**src/rtl/ffha_pkg.sv**
```systemverilog
// shared types and codes for the first-fit heap allocator
package ffha_pkg;

  localparam int REQ_W = 15;
  localparam int OFS_W = 14;

  localparam logic CMD_ALLOC = 1'b0;
  localparam logic CMD_FREE  = 1'b1;

  localparam logic [1:0] ST_ALLOCATED = 2'd0;
  localparam logic [1:0] ST_NO_FIT    = 2'd1;
  localparam logic [1:0] ST_FREE_DONE = 2'd2;

  typedef struct packed {
    logic             cmd;
    logic [REQ_W-1:0] request_bytes;
    logic [OFS_W-1:0] data_offset;
    logic             pointer_null;
  } cmd_item_t;

  typedef struct packed {
    logic [1:0]       status;
    logic [OFS_W-1:0] alloc_offset;
  } res_item_t;

  typedef enum logic [4:0] {
    OP_NONE,
    OP_INIT,
    OP_LOAD,
    OP_ROUND,
    OP_START,
    OP_READ_CUR,
    OP_ADVANCE,
    OP_SPLIT_TAIL,
    OP_SPLIT_HEAD,
    OP_UNLINK,
    OP_CLEAR_NEXT,
    OP_LINK_BLK,
    OP_LINK_PREV,
    OP_READ_BLK,
    OP_KEEP_BLK_READ_CUR,
    OP_MERGE_NEXT,
    OP_READ_PREV,
    OP_KEEP_PREV_READ_BLK,
    OP_MERGE_PREV
  } dp_op_t;

  typedef struct packed {
    dp_op_t     op;
    logic       res_load;
    logic [1:0] res_status;
  } dp_ctl_t;

  typedef struct packed {
    logic is_free;
    logic skip_free;
    logic cur_nil;
    logic prev_nil;
    logic steps_max;
    logic cur_below_blk;
    logic fits;
    logic split;
    logic next_adj;
    logic prev_adj;
  } dp_stat_t;

endpackage

```
**src/rtl/ffha_ctrl.sv**
```systemverilog
// sequencer for the allocate and free list walks
module ffha_ctrl (
  input  logic              clk,
  input  logic              rst,
  input  logic              cmd_valid,
  output logic              cmd_stall,
  output logic              res_valid,
  input  logic              res_stall,
  input  ffha_pkg::dp_stat_t stat,
  output ffha_pkg::dp_ctl_t  ctl
);

  typedef enum logic [4:0] {
    S_INIT,
    S_IDLE,
    S_ROUND,
    S_START,
    S_A_CHECK,
    S_A_EVAL,
    S_A_SPLIT,
    S_A_CLEAR,
    S_F_CHECK,
    S_F_EVAL,
    S_F_LINK_PREV,
    S_F_READ_BLK,
    S_F_NEXT_TEST,
    S_F_NEXT_MERGE,
    S_F_PREV_READ,
    S_F_PREV_KEEP,
    S_F_PREV_TEST,
    S_DONE
  } state_t;

  state_t     state, state_next;
  logic [1:0] res_code, res_code_next;
  logic       res_take;

  assign res_take = !res_valid || !res_stall;

  always_comb begin
    state_next     = state;
    res_code_next  = res_code;
    ctl.op         = ffha_pkg::OP_NONE;
    ctl.res_load   = 1'b0;
    ctl.res_status = res_code;
    unique case (state)
      S_INIT: begin
        ctl.op     = ffha_pkg::OP_INIT;
        state_next = S_IDLE;
      end
      S_IDLE: begin
        if (cmd_valid) begin
          ctl.op     = ffha_pkg::OP_LOAD;
          state_next = S_ROUND;
        end
      end
      S_ROUND: begin
        ctl.op     = ffha_pkg::OP_ROUND;
        state_next = S_START;
      end
      S_START: begin
        ctl.op = ffha_pkg::OP_START;
        if (!stat.is_free) begin
          state_next = S_A_CHECK;
        end else if (stat.skip_free) begin
          res_code_next = ffha_pkg::ST_FREE_DONE;
          state_next    = S_DONE;
        end else begin
          state_next = S_F_CHECK;
        end
      end
      S_A_CHECK: begin
        if (stat.cur_nil || stat.steps_max) begin
          res_code_next = ffha_pkg::ST_NO_FIT;
          state_next    = S_DONE;
        end else begin
          ctl.op     = ffha_pkg::OP_READ_CUR;
          state_next = S_A_EVAL;
        end
      end
      S_A_EVAL: begin
        if (stat.fits && stat.split) begin
          ctl.op     = ffha_pkg::OP_SPLIT_TAIL;
          state_next = S_A_SPLIT;
        end else if (stat.fits) begin
          ctl.op     = ffha_pkg::OP_UNLINK;
          state_next = S_A_CLEAR;
        end else begin
          ctl.op     = ffha_pkg::OP_ADVANCE;
          state_next = S_A_CHECK;
        end
      end
      S_A_SPLIT: begin
        ctl.op     = ffha_pkg::OP_SPLIT_HEAD;
        state_next = S_A_CLEAR;
      end
      S_A_CLEAR: begin
        ctl.op        = ffha_pkg::OP_CLEAR_NEXT;
        res_code_next = ffha_pkg::ST_ALLOCATED;
        state_next    = S_DONE;
      end
      S_F_CHECK: begin
        if (!stat.cur_nil && stat.cur_below_blk && !stat.steps_max) begin
          ctl.op     = ffha_pkg::OP_READ_CUR;
          state_next = S_F_EVAL;
        end else begin
          ctl.op     = ffha_pkg::OP_LINK_BLK;
          state_next = S_F_LINK_PREV;
        end
      end
      S_F_EVAL: begin
        ctl.op     = ffha_pkg::OP_ADVANCE;
        state_next = S_F_CHECK;
      end
      S_F_LINK_PREV: begin
        ctl.op     = ffha_pkg::OP_LINK_PREV;
        state_next = S_F_READ_BLK;
      end
      S_F_READ_BLK: begin
        ctl.op     = ffha_pkg::OP_READ_BLK;
        state_next = S_F_NEXT_TEST;
      end
      S_F_NEXT_TEST: begin
        if (!stat.cur_nil && stat.next_adj) begin
          ctl.op     = ffha_pkg::OP_KEEP_BLK_READ_CUR;
          state_next = S_F_NEXT_MERGE;
        end else begin
          state_next = S_F_PREV_READ;
        end
      end
      S_F_NEXT_MERGE: begin
        ctl.op     = ffha_pkg::OP_MERGE_NEXT;
        state_next = S_F_PREV_READ;
      end
      S_F_PREV_READ: begin
        if (stat.prev_nil) begin
          res_code_next = ffha_pkg::ST_FREE_DONE;
          state_next    = S_DONE;
        end else begin
          ctl.op     = ffha_pkg::OP_READ_PREV;
          state_next = S_F_PREV_KEEP;
        end
      end
      S_F_PREV_KEEP: begin
        ctl.op     = ffha_pkg::OP_KEEP_PREV_READ_BLK;
        state_next = S_F_PREV_TEST;
      end
      S_F_PREV_TEST: begin
        if (stat.prev_adj) begin
          ctl.op = ffha_pkg::OP_MERGE_PREV;
        end
        res_code_next = ffha_pkg::ST_FREE_DONE;
        state_next    = S_DONE;
      end
      S_DONE: begin
        if (res_take) begin
          ctl.res_load = 1'b1;
          state_next   = S_IDLE;
        end
      end
      default: begin
        state_next = S_IDLE;
      end
    endcase
  end

  always_ff @(posedge clk) begin
    if (rst) begin
      state     <= S_INIT;
      res_code  <= ffha_pkg::ST_FREE_DONE;
      cmd_stall <= 1'b1;
      res_valid <= 1'b0;
    end else begin
      state     <= state_next;
      res_code  <= res_code_next;
      cmd_stall <= (state_next != S_IDLE);
      if (ctl.res_load) begin
        res_valid <= 1'b1;
      end else if (!res_stall) begin
        res_valid <= 1'b0;
      end
    end
  end

  a_stall_idle: assert property (@(posedge clk) disable iff (rst)
    cmd_stall == (state != S_IDLE))
    else $error("stall does not match idle state");

  a_accept_round: assert property (@(posedge clk) disable iff (rst)
    (state == S_IDLE && cmd_valid) |=> (state == S_ROUND && cmd_stall))
    else $error("accepted beat did not start a command");

  a_done_posts: assert property (@(posedge clk) disable iff (rst)
    (state == S_DONE && res_take) |=> (res_valid && state == S_IDLE))
    else $error("result not posted on leaving done");

  a_code_known: assert property (@(posedge clk) disable iff (rst)
    (state == S_DONE) |-> (res_code == ffha_pkg::ST_ALLOCATED ||
                           res_code == ffha_pkg::ST_NO_FIT ||
                           res_code == ffha_pkg::ST_FREE_DONE))
    else $error("done state without a result code");

endmodule

```
**config.mk**
```make
export PLATFORM = sky130hd
export DESIGN_NAME = ffha_ctrl
export DESIGN_NICKNAME = d
export VERILOG_FILES = /design/src/rtl/ffha_pkg.sv /design/src/rtl/ffha_ctrl.sv
export SDC_FILE = /design/constraint.sdc
export NUM_CORES = 1
export LEC_CHECK = 0
export BUFFER_PORTS_ARGS = -buffer_cell sky130_fd_sc_hd__buf_4
export CORE_ASPECT_RATIO = 0.9
export CORE_UTILIZATION = 45
export DETAILED_ROUTE_END_ITERATION = 10
export PLACE_DENSITY_LB_ADDON = 0.05
export SLEW_MARGIN = 15
export SYNTH_ARGS = -nofsm -noshare
export SYNTH_HDL_FRONTEND = slang
export SYNTH_SLANG_ARGS = --single-unit
export TNS_END_PERCENT = 20
```
**constraint.sdc**
```tcl
create_clock -name clk -period 1.9 [get_ports clk]
set_input_delay 0.19 -clock clk [delete_from_list [all_inputs] [get_ports clk]]
set_output_delay 0.19 -clock clk [all_outputs]
set_load 0.01 [all_outputs]
```
==> out/results.txt, run 1 <==
Pwr Total -> 0.622 mW
# nets final -> 183
Min Tclk post-route -> 1.86 ns
Die H -> 44.8 um
Clock network power share -> 24.5%
Die area -> 2220 um2
Hold Crit Class -> primary input to register
Synth Area per Inst -> 7.05 um2
Worst setup SP type -> register
1st-iter DRT viols -> 62
Vias in the first global route -> 991
Simple-gate area share of the yosys netlist -> 34.7%
Adder-Cell Fraction of Synth Area -> 0%
Inserted Clock Buffers -> 3
Root buf cell -> clkbuf_4
Worst Skew -> 0.0117 ns
GRT Total Usage -> 28.9%
FMAX -> 539 MHz
Final period utilization -> 97.7%
Critical path class -> register to primary output
Peak supply drop -> 0.000509 V
Area occupied by multi-input gates -> 672 um2
CTS tree -> done
Clock sink count -> 9
Fillers -> 166
Chip width -> 49.6 um
Hold violation count in the final report -> 0
Ys Warns -> 0
First-pass GRT wire length -> 4810 um
Setup violators final -> 0
Dpl cell area -> 1140 um2
Buffer depth of the longest clock path -> 2
Ant diodes -> 0
Combinational cell fraction of total power -> 39.8%
Critical path endpoint category -> primary output
CP required -> 1.71 ns
CP Max Fanout -> 8
Seq cells post-synth -> 9
Largest family of logic cells by synthesized area -> simple AND/OR/NAND/NOR gates
Detailed Place HPWL -> 2160 um
Max-slew violation count -> 0
Leak Pwr -> 0.528 nW
Aggregate routed wire length -> 3100 um
Post-synth cell types -> 47
Setup WS pre-CTS -> 0.00272 ns
Syn Std Cell Area -> 917 um2
P_int -> 0.403 mW
Largest net degree at the start of global routing -> 18
EDFF count, synth -> 0
Final instance area -> 1310 um2
H-tree depth -> 1
Synth top area cells -> dfxtp_1, a21oi_1, nor2_1
Count of TritonRoute iterations in the first routing pass -> 4
CP max stage delay -> 0.37 ns
Post-Syn Instances -> 130
Post-synthesis mux area share -> 2.18%
Cell taking the most area after synthesis -> dfxtp_1
Top_reg_cell synth -> dfxtp_1
IO Count -> 24
Switching Share -> 35.1%
Max-cap violation count -> 0
Hold Buf Count CTS -> 0
Sequential Area -> 199 um2
Routed Antenna Nets -> 0
Compound-Gate Fraction of Synth Area -> 34.7%
Layout cells sized above 1 -> 37.5%
Clk Latency, worst-skew pair -> 0.27 ns
Number of port buffers -> 23
Yosys top cell area share -> 19.6%
Async S/R FF share, synth -> 0%
Reg clk slew, reported paths -> 0.07 ns
Register share of total power -> 35.7%
Post-Synth XOR/XNOR Area -> 0%
DR DRC count -> 0
Initial Util -> 47.9%
Final Wtd Congestion -> 0.929
Via-to-Cell Ratio -> 6.04
Syn Nets -> 144
Initial antenna violation count -> 0
Status -> finished, final reports clean
Worst-margin pin slew -> 0.399 ns
P per Cell Area -> 474 nW/um2
Cell mode on critical path -> a21oi_1
Grt total ovfl -> 0
Row count -> 15
Final core occ -> 68.5%
Relative slew slack -> 73.0%
Core Area -> 1910 um2
Area Overhead vs Synth -> 43.0%
Fin worst setup slack -> 0.0439 ns
Wirelength per Cell -> 16.1 um
DR vias -> 1166
Register area share after synthesis -> 19.6%
Cell Chain, Critical Path -> buf_12 > nand3b_1 > a21oi_1 > a21oi_1 > nor2_1 > or3_1 > buf_6
Worst EP arrival -> 1.67 ns
Psw -> 0.219 mW
Worst path slowest cell -> dfxtp_4
-- worst max-delay path: cells and delay by family, from the launching register on --
family | cells | cell delay (ns)
simple gates | 3 | 0.51
flops | 1 | 0.37
compound gates | 2 | 0.25
buf+inv | 2 | 0.26
-- placed cells by master (no fill, tap or decap), types with 2 or more instances in the layout --
cell	instances
nand2b_4	2
nand2_1	9
buf_4	41
a21oi_1	19
dfxtp_4	5
dfxtp_1	4
or3_1	2
nor2b_1	5
a32oi_1	2
o22ai_1	2
nor3_1	2
nand3b_1	2
nor2_1	14
o211ai_1	3
a31oi_1	2
clkbuf_4	3
o21ai_0	7
nand4_1	3
buf_12	2
inv_1	3
nand3_1	2
nand2b_1	3
mux2i_1	2
-- final timing paths --
| path | slack [ns] | cells after the start | to | start |
|---|---|---|---|---|
| hold / removal | 0.14 | 2 | state[4] | rst |
| setup / recovery | 0.04 | 7 | ctl[4] | state[2] |
| setup reg to reg | 0.23 | 6 | res_code[1] | state[2] |
| hold reg to reg | 0.49 | 2 | res_code[0] | res_code[0] |
-- registers in the layout, summed over array words and instances, names as in the netlist --
name       cells
state          5
res_valid      1
cmd_stall      1
res_code       2
-- per-stage QoR --
stage / cells / TNS (ns) / hold WS, ns
2_1_floorplan: 130 / 0 / 0.351
3_3_place_gp: 179 / -0.00788 / 0.428
3_5_place_dp: 179 / 0 / 0.436
4_1_cts: 183 / 0 / 0.142
5_1_grt: 193 / -0.0332 / 0.155
6_report: 193 / 0 / 0.142
-- layer usage --
metal  GRT usage, %  wire length, um
met2           46.8             1500
met1           39.8             1350
met5              0                0
met4           5.71                0
met3           6.40              247
-- repair_timing --
item / in CTS / in global routing
setup endpoints to repair: 5 / 3
gates resized for setup: 9 / 12
pin swaps: 0 / 3
buffers inserted: 0 / 10
-- layout make-up --
class / instances / share of cell area, %
multi-input cells: 106 / 51.2
clock buffers: 4 / 2.00
repair buffers: 45 / 27.8
well taps: 25 / 2.39
inverters: 4 / 1.43
flip-flops and latches: 9 / 15.2
-- cell families after synthesis --
group                  count (synthesis)
buffers and inverters                 15
and+or+nand+nor                       55
DFF                                    9
AOI/OAI and AO/OA                     49
muxes                                  2
-- power groups by stage --
| stage | Clock, mW | Sequential (mW) | Combinational, mW |
|---|---|---|---|
| after floorplan | 0 | 0.213 | 0.137 |
| after global placement | 0 | 0.226 | 0.211 |
| after detailed placement | 0 | 0.227 | 0.212 |
| after CTS | 0.156 | 0.225 | 0.215 |
| after global routing | 0.165 | 0.224 | 0.268 |
| final | 0.153 | 0.222 | 0.247 |
-- cell usage after synthesis (2+ instances only) --
cell / count
a21oi_1: 19
a31oi_1: 2
a32oi_1: 2
buf_2: 5
buf_4: 3
dfxtp_1: 9
inv_1: 4
mux2i_1: 2
nand2_1: 9
nand2b_1: 4
nand3_1: 2
nand3b_1: 2
nand4_1: 3
nor2_1: 15
nor2b_1: 5
nor3_1: 2
nor4b_1: 2
o211ai_1: 3
o21ai_0: 7
o22ai_1: 2
or3_1: 2
No activity file was read; power rests on OpenSTA's default activity.
==> run 2, diff against run 1 <==
==> constraint.sdc (replaced) <==
create_clock -name clk -period 1.9 [get_ports clk]
set_input_delay 0.19 -clock clk [delete_from_list [all_inputs] [get_ports clk]]
set_output_delay 0.19 -clock clk [all_outputs]
set_load 0.005 [all_outputs]
==> run 2 against run 1 <==
Against the previous run:
- final cell count decreased by 5.2%
- die area unchanged
- fmax increased by 2.6%
- flip-flop and latch count unchanged
- non-clock buffer count decreased by 10
- total power decreased by 5.4%
- via count decreased by 6.9%
- first-iteration DRC count decreased by 34%
- largest cell class unchanged
==> out/results.txt, run 2 (synthesized netlist as in run 1, its figures left out) <==
Wirelength per Cell -> 15.3 um (was 16.1 um)
Commonest cells after routing, fill and taps aside -> buf_4, a21oi_1, nor2_1 (unchanged)
Buffer depth of the longest clock path -> 2 (unchanged)
Root buf cell -> clkbuf_4 (unchanged)
Critical path class -> register to primary output (unchanged)
Chip width -> 49.6 um (unchanged)
Register share of total power -> 38.4% (was 35.7%)
Largest net degree at the start of global routing -> 18 (unchanged)
Max FFs per register -> 5 (unchanged)
Clock sink count -> 9 (unchanged)
Max-slew violation count -> 0 (unchanged)
Via-to-Cell Ratio -> 5.93 (was 6.04)
Core Area -> 1910 um2 (unchanged)
Dpl cell area -> 1140 um2 (unchanged)
CP required -> 1.71 ns (about the same)
DR vias -> 1085 (was 1166)
Initial Util -> 47.9% (unchanged)
Hold violation count in the final report -> 0 (unchanged)
Detailed Place HPWL -> 2200 um (was 2160 um)
Peak supply drop -> 0.000433 V (was 0.000509 V)
Worst setup SP type -> register (unchanged)
Initial antenna violation count -> 0 (unchanged)
CTS tree -> done (unchanged)
Area Overhead vs Synth -> 31.2% (was 43.0%)
P_int -> 0.387 mW (was 0.403 mW)
Row count -> 15 (unchanged)
RSZ-0062 raised after global routing -> false
Ant diodes -> 0 (unchanged)
1st-iter DRT viols -> 41 (was 62)
Fin worst setup slack -> 0.0902 ns (was 0.0439 ns)
Leading cell type in the layout, fill and taps excluded -> buf_4 (unchanged)
# nets final -> 173 (was 183)
Final Wtd Congestion -> 0.939 (was 0.929)
H-tree depth -> 1 (unchanged)
Clk Latency, worst-skew pair -> 0.26 ns (was 0.27 ns)
Max-cap violation count -> 0 (unchanged)
CP max stage delay -> 0.35 ns (was 0.37 ns)
Aggregate routed wire length -> 2800 um (was 3100 um)
Min Tclk post-route -> 1.81 ns (was 1.86 ns)
Status -> finished, final reports clean (unchanged)
FMAX -> 553 MHz (was 539 MHz)
Total Neg Setup Slack -> 0 ns (unchanged)
Grt total ovfl -> 0 (unchanged)
Fin cells -> 183 (was 193)
GRT Total Usage -> 27.3% (was 28.9%)
Reg clk slew, reported paths -> 0.06 ns (was 0.07 ns)
Hold Crit Class -> primary input to register (unchanged)
Psw -> 0.202 mW (was 0.219 mW)
Top flop regs -> state x5, res_code x2 (unchanged)
Post-Place Cells -> 179 (unchanged)
Worst-margin pin slew -> 0.375 ns (was 0.399 ns)
P per Cell Area -> 489 nW/um2 (was 474 nW/um2)
Fillers -> 190 (was 166)
Critical path endpoint category -> primary output (unchanged)
Die area -> 2220 um2 (unchanged)
Setup violators final -> 0 (unchanged)
Leak Pwr -> 0.472 nW (was 0.528 nW)
Layout cells sized above 1 -> 32.9% (was 37.5%)
Final instance area -> 1200 um2 (was 1310 um2)
Clock network power share -> 25.3% (was 24.5%)
Worst Skew -> 0.00652 ns (was 0.0117 ns)
IO Count -> 24 (unchanged)
Vias in the first global route -> 970 (was 991)
Cell Chain, Critical Path -> buf_6 > and2b_4 > nand2_4 > o211ai_1 > or3_1 > buf_4 (was buf_12 > nand3b_1 > a21oi_1 > a21oi_1 > nor2_1 > or3_1 > buf_6)
Count of TritonRoute iterations in the first routing pass -> 4 (unchanged)
DR DRC count -> 0 (unchanged)
Setup WS pre-CTS -> 0.0907 ns (was 0.00272 ns)
First-pass GRT wire length -> 4570 um (was 4810 um)
CP Max Fanout -> 11 (was 8)
Combinational cell fraction of total power -> 36.3% (was 39.8%)
Final period utilization -> 95.3% (was 97.7%)
Worst path slowest cell -> dfxtp_2 (was dfxtp_4)
Hold Slack -> 0.150 ns (was 0.142 ns)
Switching Share -> 34.3% (was 35.1%)
Inserted Clock Buffers -> 3 (unchanged)
Routed Antenna Nets -> 0 (unchanged)
Relative slew slack -> 74.6% (was 73.0%)
Most flop-heavy register -> state (unchanged)
Worst EP arrival -> 1.62 ns (was 1.67 ns)
Number of port buffers -> 23 (unchanged)
Die H -> 44.8 um (unchanged)
-- run 2: layout make-up --
type,instances,area (um2),area share [%]
tap,25,31.3,2.60
multi-input combinational,106,669,55.6
timing repair buffer,35,270,22.5
sequential,9,191,15.9
inverter,4,15.0,1.25
clock buffer,4,26.3,2.18
-- run 2: final timing paths --
| check | startpoint | to | slack (ns) | cells past startpoint |
|---|---|---|---|---|
| setup / recovery | state[2] | ctl[4] | 0.09 | 6 |
| hold reg to reg | res_code[0] | res_code[0] | 0.48 | 2 |
| setup reg to reg | state[2] | res_code[1] | 0.28 | 6 |
| hold / removal | rst | state[2] | 0.15 | 2 |
-- run 2: routing by layer --
layer	vias to the layer above	share of wire, %	global-route usage (%)
li1	541	-	-
met1	492	45	37.6
met2	50	45	42.7
met3	2	8.8	9.09
met4	0	0.75	2.86
met5	-	0	0
-- run 2: power groups by stage --
stage                     logic (mW)  clock network (mW)  registers [mW]
after floorplan                0.133                   0           0.211
after global routing           0.234               0.168           0.230
after CTS                      0.209               0.150           0.226
after global placement         0.203                   0           0.227
final                          0.214               0.149           0.226
after detailed placement       0.208                   0           0.228
-- run 2: worst max-delay path, delay by kind of cell (launching register included) --
family	cells	cell delay [ns]
buf+inv	2	0.29
flops	1	0.35
simple gates	3	0.62
compound gates	1	0.09
-- run 2: per-stage QoR --
step	total power, mW	utilization [%]
final	0.589	62.9
after global routing	0.632	62.9
after global placement	0.430	59.8
after detailed placement	0.437	59.8
after CTS	0.585	61.7
after floorplan	0.344	-
-- run 2: timing repair --
action | CTS | global route
resized for setup | 4 | 8
cloned | 0 | 0
hold buffers | 0 | 0
endpoints found under the setup margin | 4 | 3
buffers inserted | 0 | 0
==> run 3, diff against run 2 <==
--- a/config.mk
+++ b/config.mk
@@ -6,10 +6,11 @@
 export NUM_CORES = 1
 export LEC_CHECK = 0
 export BUFFER_PORTS_ARGS = -buffer_cell sky130_fd_sc_hd__buf_4
+export CAP_MARGIN = 20
 export CORE_ASPECT_RATIO = 0.9
 export CORE_UTILIZATION = 45
 export DETAILED_ROUTE_END_ITERATION = 10
-export PLACE_DENSITY_LB_ADDON = 0.05
+export PLACE_DENSITY = 0.78
 export SLEW_MARGIN = 15
 export SYNTH_ARGS = -nofsm -noshare
 export SYNTH_HDL_FRONTEND = slang
==> run 3 against run 2 <==
Against the previous run:
- wire length down 6.1%
- register-to-register slack worse by 0.03 ns
- clock power hardly changed
- global-route usage fell by 2.7 points
- via count increased by 3.1%
- final cell count stayed put
- fmax shrank 1.1%
- clock skew is essentially flat
- design area shrank 0.62%
- utilization down 0.39 points
- total power shrank 0.83%
- largest cell class unchanged
- highest routed layer unchanged
==> out/results.txt, run 3 (synthesized netlist as in run 1, its figures left out) <==
Status -> finished, final reports clean (unchanged)
Top flop regs -> state x5, res_code x2 (unchanged)
Buffer depth of the longest clock path -> 2 (unchanged)
Wirelength per Cell -> 14.4 um (was 15.3 um)
Worst EP arrival -> 1.64 ns (was 1.62 ns)
Setup violators final -> 0 (unchanged)
Die area -> 2220 um2 (unchanged)
Layout cells sized above 1 -> 32.3% (was 32.9%)
FMAX -> 546 MHz (was 553 MHz)
H-tree depth -> 1 (unchanged)
Leak Pwr -> 0.465 nW (was 0.472 nW)
Relative slew slack -> 71.5% (was 74.6%)
Inserted Clock Buffers -> 3 (unchanged)
Clock sink count -> 9 (unchanged)
R2R Setup Slk -> 0.25 ns (was 0.28 ns)
Pwr Total -> 0.584 mW (was 0.589 mW)
Critical path endpoint category -> primary output (unchanged)
Ant diodes -> 0 (unchanged)
Max FFs per register -> 5 (unchanged)
Vias in the first global route -> 1010 (was 970)
Hold Crit Class -> primary input to register (unchanged)
RSZ-0062 raised after global routing -> false (unchanged)
Critical path class -> register to primary output (unchanged)
Hold Slack -> 0.159 ns (was 0.150 ns)
GRT Total Usage -> 24.6% (was 27.3%)
Fin cells -> 183 (unchanged)
CP required -> 1.71 ns (about the same)
Root buf cell -> clkbuf_4 (unchanged)
Clk Latency, worst-skew pair -> 0.26 ns (about the same)
1st-iter DRT viols -> 60 (was 41)
Number of port buffers -> 23 (unchanged)
WHS Path Cells -> 2 (unchanged)
CTS tree -> done (unchanged)
Min Tclk post-route -> 1.83 ns (was 1.81 ns)
Initial Util -> 47.9% (unchanged)
Chip width -> 49.6 um (unchanged)
Worst hold endpoint -> state[4] (was state[2])
Grt total ovfl -> 0 (unchanged)
Most flop-heavy register -> state (unchanged)
Max-slew violation count -> 0 (unchanged)
DR vias -> 1119 (was 1085)
Hold Startpoint -> rst (unchanged)
Peak supply drop -> 0.000326 V (was 0.000433 V)
Initial antenna violation count -> 0 (unchanged)
Leading cell type in the layout, fill and taps excluded -> buf_4 (unchanged)
# nets final -> 173 (unchanged)
Hold violation count in the final report -> 0 (unchanged)
Reg clk slew, reported paths -> 0.06 ns (about the same)
Aggregate routed wire length -> 2630 um (was 2800 um)
Die H -> 44.8 um (unchanged)
Via-to-Cell Ratio -> 6.11 (was 5.93)
Total Neg Setup Slack -> 0 ns (unchanged)
Final Wtd Congestion -> 0.914 (was 0.939)
R2R Path Start -> state[0] (was state[2])
Commonest cells after routing, fill and taps aside -> buf_4, a21oi_1, nor2_1 (unchanged)
Worst Skew -> 0.00641 ns (was 0.00652 ns)
Row count -> 15 (unchanged)
Final period utilization -> 96.3% (was 95.3%)
P per Cell Area -> 488 nW/um2 (was 489 nW/um2)
CP Max Fanout -> 10 (was 11)
Core Area -> 1910 um2 (unchanged)
Area Overhead vs Synth -> 30.4% (was 31.2%)
First-pass GRT wire length -> 4250 um (was 4570 um)
Count of TritonRoute iterations in the first routing pass -> 4 (unchanged)
Cells on worst reg2reg path -> 6 (unchanged)
IO Count -> 24 (unchanged)
Routed Antenna Nets -> 0 (unchanged)
Post-Place Cells -> 177 (was 179)
Max-cap violation count -> 0 (unchanged)
DR DRC count -> 0 (unchanged)
Worst-margin pin slew -> 0.422 ns (was 0.375 ns)
Worst setup SP type -> register (unchanged)
Final core occ -> 62.5% (was 62.9%)
Detailed Place HPWL -> 2030 um (was 2200 um)
Reg-to-Reg End -> res_code[1] (unchanged)
Largest net degree at the start of global routing -> 23 (was 18)
## run 3: worst max-delay path, stage by stage, from the launching register on
cell and delay [ns]:
dfxtp_4 0.38, buf_4 0.17, and3b_1 0.19, nand2_1 0.06, a21oi_1 0.07, or3_1 0.37, buf_4 0.14
## run 3: cell type report
class / instances / area, um2
multi-input cells: 106 / 662
flip-flops and latches: 9 / 191
well taps: 25 / 31.3
inverters: 4 / 18.8
fillers: 181 / 718
repair buffers: 35 / 267
clock buffers: 4 / 26.3
## run 3: stage by stage
stage / setup WS (ns) / area (um2)
floorplan: 0.393 / 917
global placement: 0.0535 / 1130
detailed placement: 0.0242 / 1130
CTS: 0.00876 / 1170
global route: 0.00595 / 1200
finish: 0.0699 / 1200
## run 3: what timing repair did
action | 4_1_cts | 5_1_grt
hold buffers | 0 | 0
endpoints found under the setup margin | 5 | 2
resized for setup | 4 | 6
buffers inserted | 0 | 2
## run 3: power breakdown
group | internal, mW | switching [mW]
sequential | 0.202 | 0.0269
combinational | 0.105 | 0.105
clock | 0.0808 | 0.0647
total | 0.387 | 0.196
## run 3: worst max-delay path by stage
| stage | from | end |
|---|---|---|
| 3_5_place_dp | state[1] | res_code[1] |
| 2_1_floorplan | state[4] | res_code[1] |
| 4_1_cts | state[4] | ctl[4] |
| 6_report | state[0] | ctl[6] |
| 5_1_grt | state[3] | ctl[4] |
| 3_3_place_gp | state[1] | res_code[1] |
## run 3: layer usage
layer / vias up / GRT usage [%] / wire [um]
met3: 5 / 2.36 / 186
met5: - / 0 / 0
met1: 521 / 31.8 / 1190
li1: 546 / - / -
met4: 0 / 10.9 / 25
met2: 47 / 42.2 / 1230
